## config.mk

```make
export PLATFORM = sky130hd
export DESIGN_NAME = rpn_stack_calculator_core
export DESIGN_NICKNAME = d
export VERILOG_FILES = /design/src/sv/rpnsc_pkg.sv /design/src/sv/rpnsc_stack.sv /design/src/sv/rpnsc_alu.sv /design/src/sv/rpn_stack_calculator_core.sv
export SDC_FILE = /design/constraint.sdc
export NUM_CORES = 2
export LEC_CHECK = 0
export ABC_AREA = 1
export BUFFER_PORTS_ARGS = -buffer_cell sky130_fd_sc_hd__buf_2
export CELL_PAD_IN_SITES_DETAIL_PLACEMENT = 1
export CELL_PAD_IN_SITES_GLOBAL_PLACEMENT = 1
export CORE_UTILIZATION = 24
export CTS_CLUSTER_DIAMETER = 200
export DETAILED_ROUTE_END_ITERATION = 10
export PLACE_DENSITY = 0.42
export SYNTH_ARGS = -nofsm -noshare
export SYNTH_HDL_FRONTEND = slang
export SYNTH_HIERARCHICAL = 1
export SYNTH_SLANG_ARGS = --single-unit
export TNS_END_PERCENT = 10
```

## constraint.sdc

```tcl
create_clock -name clk -period 5.6 [get_ports clk]
set_input_delay 1.12 -clock clk [delete_from_list [all_inputs] [get_ports clk]]
set_output_delay 1.12 -clock clk [all_outputs]
set_load 0.02 [all_outputs]
```

## src/sv/rpnsc_pkg.sv

```systemverilog
`default_nettype none
// ----------------------------------------------------------------------------
// RPN calculator package
// Command and status codes, shared types and state encodings.
// ----------------------------------------------------------------------------
package rpnsc_pkg;

	localparam int DATA_W   = 32;
	localparam int CNT_W    = 5;
	localparam int KIND_W   = 3;
	localparam int STATUS_W = 3;

	localparam logic [KIND_W-1:0] CMD_PUSH = 3'd0;
	localparam logic [KIND_W-1:0] CMD_POP  = 3'd1;
	localparam logic [KIND_W-1:0] CMD_ADD  = 3'd2;
	localparam logic [KIND_W-1:0] CMD_SUB  = 3'd3;
	localparam logic [KIND_W-1:0] CMD_MUL  = 3'd4;
	localparam logic [KIND_W-1:0] CMD_DIV  = 3'd5;

	localparam logic [STATUS_W-1:0] ST_OK      = 3'd0;
	localparam logic [STATUS_W-1:0] ST_EMPTY   = 3'd1;
	localparam logic [STATUS_W-1:0] ST_TWO     = 3'd2;
	localparam logic [STATUS_W-1:0] ST_DIVZERO = 3'd3;
	localparam logic [STATUS_W-1:0] ST_FULL    = 3'd4;

	typedef enum logic [1:0] {
		ALU_ADD,
		ALU_SUB,
		ALU_MUL,
		ALU_DIV
	} alu_op_t;

	typedef struct packed {
		logic    start;
		alu_op_t op;
	} alu_req_t;

	typedef enum logic [2:0] {
		A_IDLE,
		A_FIX_A,
		A_FIX_B,
		A_STEP,
		A_FIX_R,
		A_DONE
	} alu_state_t;

	typedef enum logic [2:0] {
		S_IDLE,
		S_DECODE,
		S_POP_RD,
		S_RD_B,
		S_RD_A,
		S_ALU,
		S_RESP
	} seq_state_t;

endpackage
`default_nettype wire

```

## src/sv/rpnsc_stack.sv

```systemverilog
`default_nettype none
// ----------------------------------------------------------------------------
// RPN calculator operand stack
// Single-port-write, single-port-read memory with registered read data.
// ----------------------------------------------------------------------------
module rpnsc_stack #(
	parameter int DEPTH = 64,
	parameter int AW    = $clog2(DEPTH)
) (
	input  wire logic                          clk,
	input  wire logic                          wr_en,
	input  wire logic [AW-1:0]                 wr_addr,
	input  wire logic [rpnsc_pkg::DATA_W-1:0]  wr_data,
	input  wire logic                          rd_en,
	input  wire logic [AW-1:0]                 rd_addr,
	output logic      [rpnsc_pkg::DATA_W-1:0]  rd_data
);
	import rpnsc_pkg::*;

	logic [DATA_W-1:0] mem_q [DEPTH];
	logic [DATA_W-1:0] rd_data_q;

	always_ff @(posedge clk) begin
		if (wr_en) begin
			mem_q[wr_addr] <= wr_data;
		end
		if (rd_en) begin
			rd_data_q <= mem_q[rd_addr];
		end
	end

	assign rd_data = rd_data_q;

endmodule
`default_nettype wire

```

## src/sv/rpnsc_alu.sv

```systemverilog
`default_nettype none
// ----------------------------------------------------------------------------
// RPN calculator arithmetic unit
// One shared 33-bit adder: add/subtract in one step, shift-add multiply and
// restoring divide one bit per cycle, with sign fix-up passes for divide.
// ----------------------------------------------------------------------------
module rpnsc_alu (
	input  wire logic                          clk,
	input  wire logic                          arst_n,
	input  wire rpnsc_pkg::alu_req_t           req,
	input  wire logic [rpnsc_pkg::DATA_W-1:0]  a,
	input  wire logic [rpnsc_pkg::DATA_W-1:0]  b,
	output logic                               done,
	output logic      [rpnsc_pkg::DATA_W-1:0]  result
);
	import rpnsc_pkg::*;

	alu_state_t        state_q, state_d;
	alu_op_t           op_q;
	logic [DATA_W-1:0] x_q, y_q, acc_q;
	logic [CNT_W-1:0]  cnt_q;
	logic              neg_q;

	logic [DATA_W:0]   ax, ay;
	logic              sub;
	logic [DATA_W+1:0] sum;
	logic              last_step;

	always_comb begin
		ax  = '0;
		ay  = '0;
		sub = 1'b0;
		unique case (state_q)
			A_FIX_A: begin
				ay  = {1'b0, x_q};
				sub = 1'b1;
			end
			A_FIX_B: begin
				ay  = {1'b0, y_q};
				sub = 1'b1;
			end
			A_FIX_R: begin
				ay  = {1'b0, x_q};
				sub = 1'b1;
			end
			A_STEP: begin
				unique case (op_q)
					ALU_ADD: begin
						ax = {1'b0, x_q};
						ay = {1'b0, y_q};
					end
					ALU_SUB: begin
						ax  = {1'b0, x_q};
						ay  = {1'b0, y_q};
						sub = 1'b1;
					end
					ALU_MUL: begin
						ax = {1'b0, acc_q};
						ay = {1'b0, x_q};
					end
					ALU_DIV: begin
						ax  = {acc_q, x_q[DATA_W-1]};
						ay  = {1'b0, y_q};
						sub = 1'b1;
					end
					default: ;
				endcase
			end
			default: ;
		endcase
	end

	assign sum = {1'b0, ax} + {1'b0, ay ^ {(DATA_W+1){sub}}} + {{(DATA_W+1){1'b0}}, sub};
	assign last_step = (cnt_q == {CNT_W{1'b1}});

	always_comb begin
		state_d = state_q;
		unique case (state_q)
			A_IDLE: begin
				if (req.start) begin
					state_d = (req.op == ALU_DIV) ? A_FIX_A : A_STEP;
				end
			end
			A_FIX_A: state_d = A_FIX_B;
			A_FIX_B: state_d = A_STEP;
			A_STEP: begin
				if (op_q == ALU_ADD || op_q == ALU_SUB) begin
					state_d = A_DONE;
				end else if (last_step) begin
					state_d = (op_q == ALU_DIV) ? A_FIX_R : A_DONE;
				end
			end
			A_FIX_R: state_d = A_DONE;
			A_DONE:  state_d = A_IDLE;
			default: state_d = A_IDLE;
		endcase
	end

	always_comb begin
		done   = (state_q == A_DONE);
		result = (op_q == ALU_DIV) ? x_q : acc_q;
	end

	always_ff @(posedge clk or negedge arst_n) begin
		if (!arst_n) begin
			state_q <= A_IDLE;
			cnt_q   <= '0;
		end else begin
			state_q <= state_d;
			if (state_q == A_IDLE) begin
				cnt_q <= '0;
			end else if (state_q == A_STEP) begin
				cnt_q <= cnt_q + 1'b1;
			end
		end
	end

	always_ff @(posedge clk) begin
		unique case (state_q)
			A_IDLE: begin
				if (req.start) begin
					op_q  <= req.op;
					x_q   <= a;
					y_q   <= b;
					acc_q <= '0;
					neg_q <= a[DATA_W-1] ^ b[DATA_W-1];
				end
			end
			A_FIX_A: begin
				if (x_q[DATA_W-1]) begin
					x_q <= sum[DATA_W-1:0];
				end
			end
			A_FIX_B: begin
				if (y_q[DATA_W-1]) begin
					y_q <= sum[DATA_W-1:0];
				end
			end
			A_STEP: begin
				unique case (op_q)
					ALU_ADD, ALU_SUB: acc_q <= sum[DATA_W-1:0];
					ALU_MUL: begin
						if (y_q[0]) begin
							acc_q <= sum[DATA_W-1:0];
						end
						x_q <= {x_q[DATA_W-2:0], 1'b0};
						y_q <= {1'b0, y_q[DATA_W-1:1]};
					end
					ALU_DIV: begin
						acc_q <= sum[DATA_W+1] ? sum[DATA_W-1:0]
						                       : {acc_q[DATA_W-2:0], x_q[DATA_W-1]};
						x_q   <= {x_q[DATA_W-2:0], sum[DATA_W+1]};
					end
					default: ;
				endcase
			end
			A_FIX_R: begin
				if (neg_q) begin
					x_q <= sum[DATA_W-1:0];
				end
			end
			default: ;
		endcase
	end

endmodule
`default_nettype wire

```

## src/sv/rpn_stack_calculator_core.sv

```systemverilog
`default_nettype none
// ----------------------------------------------------------------------------
// RPN stack calculator core
// Reverse-Polish integer calculator: push, pop and four operators on a
// bounded operand stack, one result transaction per command.
// ----------------------------------------------------------------------------
// Push, unused codes and stack errors respond straight from decode; pop reads
// the top entry first; the operators read both operands and run the
// arithmetic unit, but divide by zero responds without starting it.
// One command at a time; the next is taken the cycle after the result leaves.
// Multiply and divide step the shared adder one bit per cycle.
// Reset clears the entry count and control; stack memory is left uncleared.
module rpn_stack_calculator_core #(
	parameter int STACK_DEPTH = 64
) (
	input  wire logic                                clk,
	input  wire logic                                arst_n,
	input  wire logic                                in_valid,
	output logic                                     in_stall,
	input  wire logic [rpnsc_pkg::KIND_W-1:0]        kind,
	input  wire logic signed [rpnsc_pkg::DATA_W-1:0] operand_value,
	output logic                                     out_valid,
	input  wire logic                                out_stall,
	output logic      [rpnsc_pkg::STATUS_W-1:0]      status,
	output logic                                     answer_valid,
	output logic signed [rpnsc_pkg::DATA_W-1:0]      answer_value,
	output logic      [$clog2(STACK_DEPTH+1)-1:0]    stack_depth
);
	import rpnsc_pkg::*;

	localparam int CW = $clog2(STACK_DEPTH + 1);
	localparam int AW = $clog2(STACK_DEPTH);

	seq_state_t          state_q, state_d;
	logic [CW-1:0]       count_q, count_d;
	logic [KIND_W-1:0]   kind_q;
	logic [DATA_W-1:0]   value_q;
	logic [DATA_W-1:0]   b_q;
	logic [STATUS_W-1:0] status_q;
	logic                ans_valid_q;
	logic [DATA_W-1:0]   ans_q;

	logic                accept;
	logic                is_op, full, empty, short, div_zero;
	logic [CW-1:0]       cnt_m1, cnt_m2;

	logic                mem_wr_en, mem_rd_en;
	logic [AW-1:0]       mem_wr_addr, mem_rd_addr;
	logic [DATA_W-1:0]   mem_wr_data, mem_rd_data;

	alu_req_t            alu_req;
	logic                alu_done;
	logic [DATA_W-1:0]   alu_result;

	rpnsc_stack #(
		.DEPTH (STACK_DEPTH),
		.AW    (AW)
	) u_stack (
		.clk     (clk),
		.wr_en   (mem_wr_en),
		.wr_addr (mem_wr_addr),
		.wr_data (mem_wr_data),
		.rd_en   (mem_rd_en),
		.rd_addr (mem_rd_addr),
		.rd_data (mem_rd_data)
	);

	rpnsc_alu u_alu (
		.clk    (clk),
		.arst_n (arst_n),
		.req    (alu_req),
		.a      (mem_rd_data),
		.b      (b_q),
		.done   (alu_done),
		.result (alu_result)
	);

	assign accept   = in_valid && !in_stall;
	assign is_op    = (kind_q == CMD_ADD) || (kind_q == CMD_SUB) ||
	                  (kind_q == CMD_MUL) || (kind_q == CMD_DIV);
	assign full     = (count_q == CW'(STACK_DEPTH));
	assign empty    = (count_q == '0);
	assign short    = (count_q < CW'(2));
	assign div_zero = (kind_q == CMD_DIV) && (b_q == '0);
	assign cnt_m1   = count_q - CW'(1);
	assign cnt_m2   = count_q - CW'(2);

	always_comb begin
		state_d = state_q;
		count_d = count_q;
		unique case (state_q)
			S_IDLE: begin
				if (accept) begin
					state_d = S_DECODE;
				end
			end
			S_DECODE: begin
				priority if (kind_q == CMD_PUSH) begin
					state_d = S_RESP;
					if (!full) begin
						count_d = count_q + CW'(1);
					end
				end else if (kind_q == CMD_POP) begin
					state_d = empty ? S_RESP : S_POP_RD;
				end else if (is_op) begin
					state_d = short ? S_RESP : S_RD_B;
				end else begin
					state_d = S_RESP;
				end
			end
			S_POP_RD: begin
				state_d = S_RESP;
				count_d = cnt_m1;
			end
			S_RD_B: state_d = S_RD_A;
			S_RD_A: state_d = div_zero ? S_RESP : S_ALU;
			S_ALU: begin
				if (alu_done) begin
					state_d = S_RESP;
					count_d = cnt_m1;
				end
			end
			S_RESP: begin
				if (!out_stall) begin
					state_d = S_IDLE;
				end
			end
			default: state_d = S_IDLE;
		endcase
	end

	always_comb begin
		in_stall    = (state_q != S_IDLE);
		out_valid   = (state_q == S_RESP);
		mem_wr_en   = 1'b0;
		mem_wr_addr = count_q[AW-1:0];
		mem_wr_data = value_q;
		mem_rd_en   = 1'b0;
		mem_rd_addr = cnt_m1[AW-1:0];
		alu_req     = '{start: 1'b0, op: ALU_ADD};
		unique case (kind_q)
			CMD_SUB: alu_req.op = ALU_SUB;
			CMD_MUL: alu_req.op = ALU_MUL;
			CMD_DIV: alu_req.op = ALU_DIV;
			default: alu_req.op = ALU_ADD;
		endcase
		unique case (state_q)
			S_DECODE: begin
				mem_wr_en = (kind_q == CMD_PUSH) && !full;
				mem_rd_en = 1'b1;
			end
			S_RD_B: begin
				mem_rd_en   = 1'b1;
				mem_rd_addr = cnt_m2[AW-1:0];
			end
			S_RD_A: alu_req.start = !div_zero;
			S_ALU: begin
				mem_wr_en   = alu_done;
				mem_wr_addr = cnt_m2[AW-1:0];
				mem_wr_data = alu_result;
			end
			default: ;
		endcase
	end

	always_ff @(posedge clk or negedge arst_n) begin
		if (!arst_n) begin
			state_q <= S_IDLE;
			count_q <= '0;
		end else begin
			state_q <= state_d;
			count_q <= count_d;
		end
	end

	always_ff @(posedge clk) begin
		unique case (state_q)
			S_IDLE: begin
				if (accept) begin
					kind_q  <= kind;
					value_q <= operand_value;
				end
			end
			S_DECODE: begin
				ans_valid_q <= 1'b0;
				ans_q       <= '0;
				priority if (kind_q == CMD_PUSH && full) begin
					status_q <= ST_FULL;
				end else if (kind_q == CMD_POP && empty) begin
					status_q <= ST_EMPTY;
				end else if (is_op && short) begin
					status_q <= ST_TWO;
				end else begin
					status_q <= ST_OK;
				end
			end
			S_POP_RD: begin
				ans_valid_q <= 1'b1;
				ans_q       <= mem_rd_data;
			end
			S_RD_B: b_q <= mem_rd_data;
			S_RD_A: begin
				if (div_zero) begin
					status_q <= ST_DIVZERO;
				end
			end
			S_ALU: begin
				if (alu_done) begin
					ans_valid_q <= 1'b1;
					ans_q       <= alu_result;
				end
			end
			default: ;
		endcase
	end

	assign status       = status_q;
	assign answer_valid = ans_valid_q;
	assign answer_value = ans_q;
	assign stack_depth  = count_q;

	a_depth_bound: assert property (@(posedge clk) disable iff (!arst_n)
		count_q <= CW'(STACK_DEPTH))
		else $error("entry count beyond stack depth");

	a_accept_decode: assert property (@(posedge clk) disable iff (!arst_n)
		accept |=> (state_q == S_DECODE))
		else $error("accepted transaction not decoded");

	a_alu_owned: assert property (@(posedge clk) disable iff (!arst_n)
		alu_done |-> (state_q == S_ALU))
		else $error("arithmetic unit finished outside wait state");

	a_no_overlap: assert property (@(posedge clk) disable iff (!arst_n)
		out_valid |-> in_stall)
		else $error("input taken while result pending");

	a_count_step: assert property (@(posedge clk) disable iff (!arst_n)
		(state_q != S_DECODE && state_q != S_POP_RD && state_q != S_ALU)
		|=> $stable(count_q))
		else $error("entry count changed outside update states");

endmodule
`default_nettype wire
```

# Word level (Yosys, flattened, before mapping)
# Memories as Yosys holds them, arrays and structs flattened. A register that Yosys moved wholly into a read port is not among the register bits.
# Index checks and enable logic that the tools add are counted.
dict set report word_totals {
  regBits 220
  ramBits 2048
  input_bits 39
  output_inout_bits 45
  wordCells 167
  n_memories 1
}
# memory depth word_bits rd rd_clocked_by_memory_dff write_ports line
set memory_table {}
lappend memory_table {u_stack.mem_q 64 32 1 1 1 rpnsc_stack.sv:20} ;# logic [DATA_W-1:0] mem_q [DEPTH];
dict set report classes {
  addsub 6
  n_lt_le_gt_ge 1
  n_eq_ne 36
  n_mux 61
  n_bitwise 2
  n_reduce_logical 43
}
# operator count
set op_table {}
lappend op_table {{$mux 32} 12}
lappend op_table {{$pmux 32 s3} 3}
lappend op_table {{$pmux 33 s3} 2}
lappend op_table {{$pmux 32 s2} 2}
lappend op_table {{$pmux 32 s4} 1}
lappend op_table {{$pmux 33 s2} 1}
lappend op_table {{$mux 3} 13}
lappend op_table {{$add 33x33->34} 1}
lappend op_table {{$add 34x1->34} 1}
lappend op_table {{$mux 33} 1}
lappend op_table {{$xor 33x33->33} 1}
lappend op_table {{$logic_not 32->1} 1}
lappend op_table {{$eq 3x3->1 const B} 7}
lappend op_table {{$mux 7} 3}
lappend op_table {{$pmux 3 s7} 1}
lappend op_table {{$pmux 7 s3} 1}
lappend op_table {{$eq 3x2->1 const B} 6}
lappend op_table {{$ne 2x2->1 const B} 8}
lappend op_table {{$pmux 3 s5} 1}
lappend op_table {{$mux 6} 2}
lappend op_table {{$reduce_and 4->1} 3}
lappend op_table {{$mux 5} 2}
lappend op_table {{$reduce_and 2->1} 5}
lappend op_table {{$eq 3x1->1 const B} 3}
lappend op_table {{32 further kinds} 68}

# Depth between registers and ports, before layout
dict set report logic_depth {
  word_depth 10
  mapped_depth 24
}

# Modules after synthesis
# The synthesis kept the hierarchy.
# mod n_inst cells_each area_per_inst_um2 seq_area_each_um2
set modules_own_cells {}
lappend modules_own_cells {rpnsc_stack 1 6769 83058.4 62459.9}
lappend modules_own_cells {rpnsc_alu 1 1290 9153.8 3173.0}
lappend modules_own_cells {rpn_stack_calculator_core 1 497 5104.9 3343.2}

# Least setup slack after synthesis
# No wires, ideal clock.
dict set report synth_timing {
  path_kind {register to register}
  startpoint {reg count_q[2] (netlist: stack_depth[2])}
  endpoint {mem u_stack.mem_q[48][0], enable pin}
  setup_ps 503
  arrival_ps 5096
  required_time_ps 5097
  path_slack_ps 2
  path_stages_with_launch 10
  path_buffers 1
  path_cell_list {dfrtp_1 buf_2 inv_1 ha_1 inv_1 nor3_1 xor2_1 o21ai_0 nand4_1 nor4_1}
}
dict set report synth_between {
  word_cells_on_any_way 8
  cone_classes {add/sub: 1; eq/ne: 1; mux: 4; reduce/logical: 2}
}
# element line
set synth_lines {}
lappend synth_lines {{start, declared} rpn_stack_calculator_core.sv:35} ;# logic [CW-1:0] count_q, count_d;
lappend synth_lines {{start signal, assigned} rpn_stack_calculator_core.sv:172} ;# count_q <= count_d;
lappend synth_lines {{$sub 6x2->6} rpn_stack_calculator_core.sv:86} ;# assign cnt_m2 = count_q - CW'(2);
lappend synth_lines {{$mux 6} rpn_stack_calculator_core.sv:147} ;# unique case (state_q)
lappend synth_lines {{named net mem_wr_addr[5]} rpn_stack_calculator_core.sv:48} ;# logic [AW-1:0] mem_wr_addr, mem_rd_addr;
lappend synth_lines {{end, declared} rpnsc_stack.sv:20}
# The timed path passes the listed nets, and every way through them passes these cells.

# Worst setup path after layout
dict set report layout_timing {
  startpoint {reg u_alu.op_q[0]}
  endpoint {reg u_alu.acc_q[7] (data pin)}
}
dict set report layout_between {
  elab_chain_len 10
  word_cells_on_any_way 20
  cone_classes {add/sub: 2; eq/ne: 3; mux: 10; bitwise: 1; reduce/logical: 4}
}
# element line
set layout_rtl {}
lappend layout_rtl {{start, declared} rpnsc_alu.sv:19} ;# alu_op_t op_q;
lappend layout_rtl {{start signal, assigned} rpnsc_alu.sv:122} ;# op_q <= req.op;
lappend layout_rtl {{$eq 2x2->1 (tied with other cells)} {rpnsc_alu.sv:47, rpnsc_alu.sv:140}}
lappend layout_rtl {{$reduce_or 3->1 (no line) or $reduce_or 2->1 (tied branches)} -}
lappend layout_rtl {{$pmux 33 s2 or $mux 1 (tied branches)} rpnsc_alu.sv:47} ;# unique case (op_q)
lappend layout_rtl {{$pmux 33 s3 or $pmux 1 s2 (tied branches)} rpnsc_alu.sv:33} ;# unique case (state_q)
lappend layout_rtl {{$xor 33x33->33} rpnsc_alu.sv:73} ;# assign sum = {1'b0, ax} + {1'b0, ay ^ {(DATA_W+1){sub}}} + {{(DATA_W+1){1'b0}}, sub};
lappend layout_rtl {{$add 33x33->34} rpnsc_alu.sv:73}
lappend layout_rtl {{$add 34x1->34} rpnsc_alu.sv:73}
lappend layout_rtl {{$mux 32, on equally long branches} {rpnsc_alu.sv:150, rpnsc_alu.sv:143}}
lappend layout_rtl {{$pmux 32 s3 *} rpnsc_alu.sv:140} ;# unique case (op_q)
lappend layout_rtl {{$pmux 32 s2 *} rpnsc_alu.sv:119} ;# unique case (state_q)
lappend layout_rtl {{end signal, assigned} rpnsc_alu.sv:141} ;# ALU_ADD, ALU_SUB: acc_q <= sum[DATA_W-1:0];
lappend layout_rtl {{end signal, assigned} rpnsc_alu.sv:144} ;# acc_q <= sum[DATA_W-1:0];
lappend layout_rtl {{end signal, assigned} rpnsc_alu.sv:150} ;# acc_q <= sum[DATA_W+1] ? sum[DATA_W-1:0]
lappend layout_rtl {{end, declared} rpnsc_alu.sv:20} ;# logic [DATA_W-1:0] x_q, y_q, acc_q;
# Every way passes the cells marked *; elsewhere a longest branch is shown, timed or not. The select of a mux whose other input is x is not followed.
# A chain may end at the register's enable or synchronous reset.

==> metrics.txt <==
RSZ-0062 raised after global routing false; Setup crit end kind flop; H-tree depth 5; final setup violation count 0; Tcrit/Tclk final 81.8%; number of enable flip-flop cells after synthesis approximately 2,300; vias in the first global route between 60,000 and 70,000; # Post-CTS Setup Buffers 0; final setup TNS 0 ps; Final min period around 4600 ps; commonest non-fill, non-tap cells in the layout 2,730 x nand2_1, 2,282 x edfxtp_1, 1,997 x nand3_1, 290 x clkbuf_16, 272 x buf_4; synthesized area slightly below 100,000 sq um; clock buffer count from CTS ~280; I/O Buffers 83; Iter 0 DRT Violations 5,235; initial antenna violation count 29; initial core utilization between 20% and 30%; 1st-pass router iterations 7; Startpoint Class flop; maximum vdd drop 198 uV; # resized after CTS 0; post-synth cell types between 50 and 60; critical-path maximum fanout 17; DIE HEIGHT 639 microns; post-cts hold buffer count 0; CTS tree yes; die footprint approximately 400,000 sq um; Hold Violations, Final 0; status completed; max_slew headroom 4.98%; later-pin clock latency in the skew report about 930 ps; commonest non-fill, non-tap cell in the layout nand2_1; syn avg cell area approximately 11 sq um; synthesized instance count between 8,000 and 9,000; Routed WL per cell 27.5 microns; gr ovfl total 0; Synth Register Bits approximately 2,300; Syn. warnings 6; clock buffer depth 4; max_cap viols 0; final wirelength around 390 mm; Core ar. roughly 400,000 sq um; routability cong. about 0.82; vias post-DR a little under 70,000; number of vias per cell 4.75; WP data arrival about 5200 ps; worst reg2reg path depth 22; Filler cells approximately 44,000; Final #Nets roughly 8,800; Leakage 39.9 nW; worst slew pin tran about 1400 ps; CP required 6250 ps; CTS root buf clkbuf_16; CTS clock-pin slew for the worst setup and hold paths approximately 60 ps; Final HPWL DP ~230 mm; Die X-Extent approximately 640 microns; syn nets about 8,600; Hold Path Class in -> async; # rows between 200 and 250; largest net degree at the start of global routing ~140; drc violations 0; GR Util All Layers roughly a fifth; num ports between 80 and 90; Clock Skew roughly 63 ps; Seq/Total Area, Yosys a little under three quarters; Final ANT Viol Nets 0; Pwr Density approximately 320 nW/um^2; f_max about 220 MHz; P&R area growth vs syn 18.0%; ys async rst share less than 1%; layout cells sized above 1 between 10% and 20%; Final Max Slew Viols 0; CTS Sinks roughly 2,300; crit path kind reg -> reg; Final Total Pwr 0.0363 W; Synth Flop Type edfxtp_1; global-route wire length before repair 552 mm
cell type report:
cell class	instances	area, sq um	area share, %
Clock buffer	357	7510	6.54
Clock inverter	138	1120	0.978
Sequential cell	2300	69000	60.1
Tap cell	5405	6760	5.89
Multi-Input combinational cell	5505	25700	22.4
Inverter	225	882	0.768
Antenna cell	14	35.0	0.0305
Timing Repair Buffer	422	3800	3.31
routing by layer:
layer  global-route usage, %  part of all wire (%)  up-vias
met5                       0                     0        -
met4                    4.44                   2.6        0
met3                    2.21                   4.0      431
met2                    30.8                    46     1497
met1                    26.7                    47    35700
li1                        -                     -    30600
cell families after synthesis:
kind of cell | after synthesis | synth area share (%)
AND/OR/NAND/NOR | 5021 | 22.2
flip-flops | 2300 | 70.9
buffers and inverters | 751 | 3.54
AO/OA/AOI/OAI | 378 | 2.29
XOR/XNOR | 65 | 0.593
adder cells (fa/ha/maj) | 41 | 0.535
metrics by stage:
stage	hold slack, ps	utilization, %	std cells	instance area (sq um)	setup slack, ps
6_report	163	28.5	14400	115000	1020
5_1_grt	141	28.5	14400	115000	666
3_5_place_dp	518	26.3	13900	106000	1090
3_3_place_gp	494	26.3	13900	106000	1160
4_1_cts	88.2	28.5	14400	115000	1030
2_1_floorplan	445	-	8556	97300	1.66
Yosys cell counts (50+ instances only):
cell	number	area (sq um)
o21ai_0	150	751
xor2_1	55	482
buf_1	52	195
nand3_1	1997	9990
a21oi_1	82	410
buf_4	50	375
nor2_1	211	792
clkbuf_1	123	462
edfxtp_1	2282	68500
buf_2	292	1460
nand2_1	2746	10300
inv_1	207	777
worst paths after layout:
kind,to,startpoint,slack (ps)
max reg2reg,u_alu/acc_q[7]$_SDFFCE_PP0P_,u_alu/op_q[0]$_DFFE_PP_,1020
max in group asynchronous,u_alu/cnt_q[2]$_DFFE_PN0N_,arst_n,5090
min reg2reg,u_alu/cnt_q[4]$_DFFE_PN0N_,u_alu/cnt_q[4]$_DFFE_PN0N_,540
max,u_alu/acc_q[7]$_SDFFCE_PP0P_,u_alu/op_q[0]$_DFFE_PP_,1020
min,stack_depth[6]$_DFFE_PN0P_,arst_n,160
min in group clk,value_q[22]$_DFFE_PP_,operand_value[22],370
flip-flops by register name, indices dropped and copies added, names as in the netlist:
name / cells
u_alu/neg_q: 1
u_alu/cnt_q: 5
status: 3
kind_q: 3
u_alu/op_q: 2
answer_value: 32
stack_depth: 7
u_alu/state_q: 3
u_alu/x_q: 32
u_stack/rd_data: 32
answer_valid: 1
value_q: 32
u_stack/mem_q: 2048
u_alu/y_q: 32
state_q: 3
b_q: 32
u_alu/acc_q: 32
worst max-delay path, cell delays in order, from the launching register on:
cell	delay (ps)
edfxtp_1	420
inv_1	130
nand2_2	70
buf_4	230
nand2_1	140
inv_1	60
buf_4	200
o22ai_1	140
o21ai_0	100
a21oi_1	190
xor2_1	300
ha_1	350
a21oi_1	200
o21ai_0	170
a21oi_1	160
o21ai_0	170
a211oi_1	390
nand3_2	230
inv_2	140
buf_4	260
nand2_1	110
nand3_1	90
inv_1	40
power breakdown:
group | total [W] | switching [W] | internal, W
Combinational | 0.0000213 | 0.0000119 | 0.00000942
Clock | 0.0176 | 0.00755 | 0.0101
Sequential | 0.0186 | 0 | 0.0186
Total | 0.0363 | 0.00756 | 0.0287
Note: power is estimated with default switching activity, not from simulation.
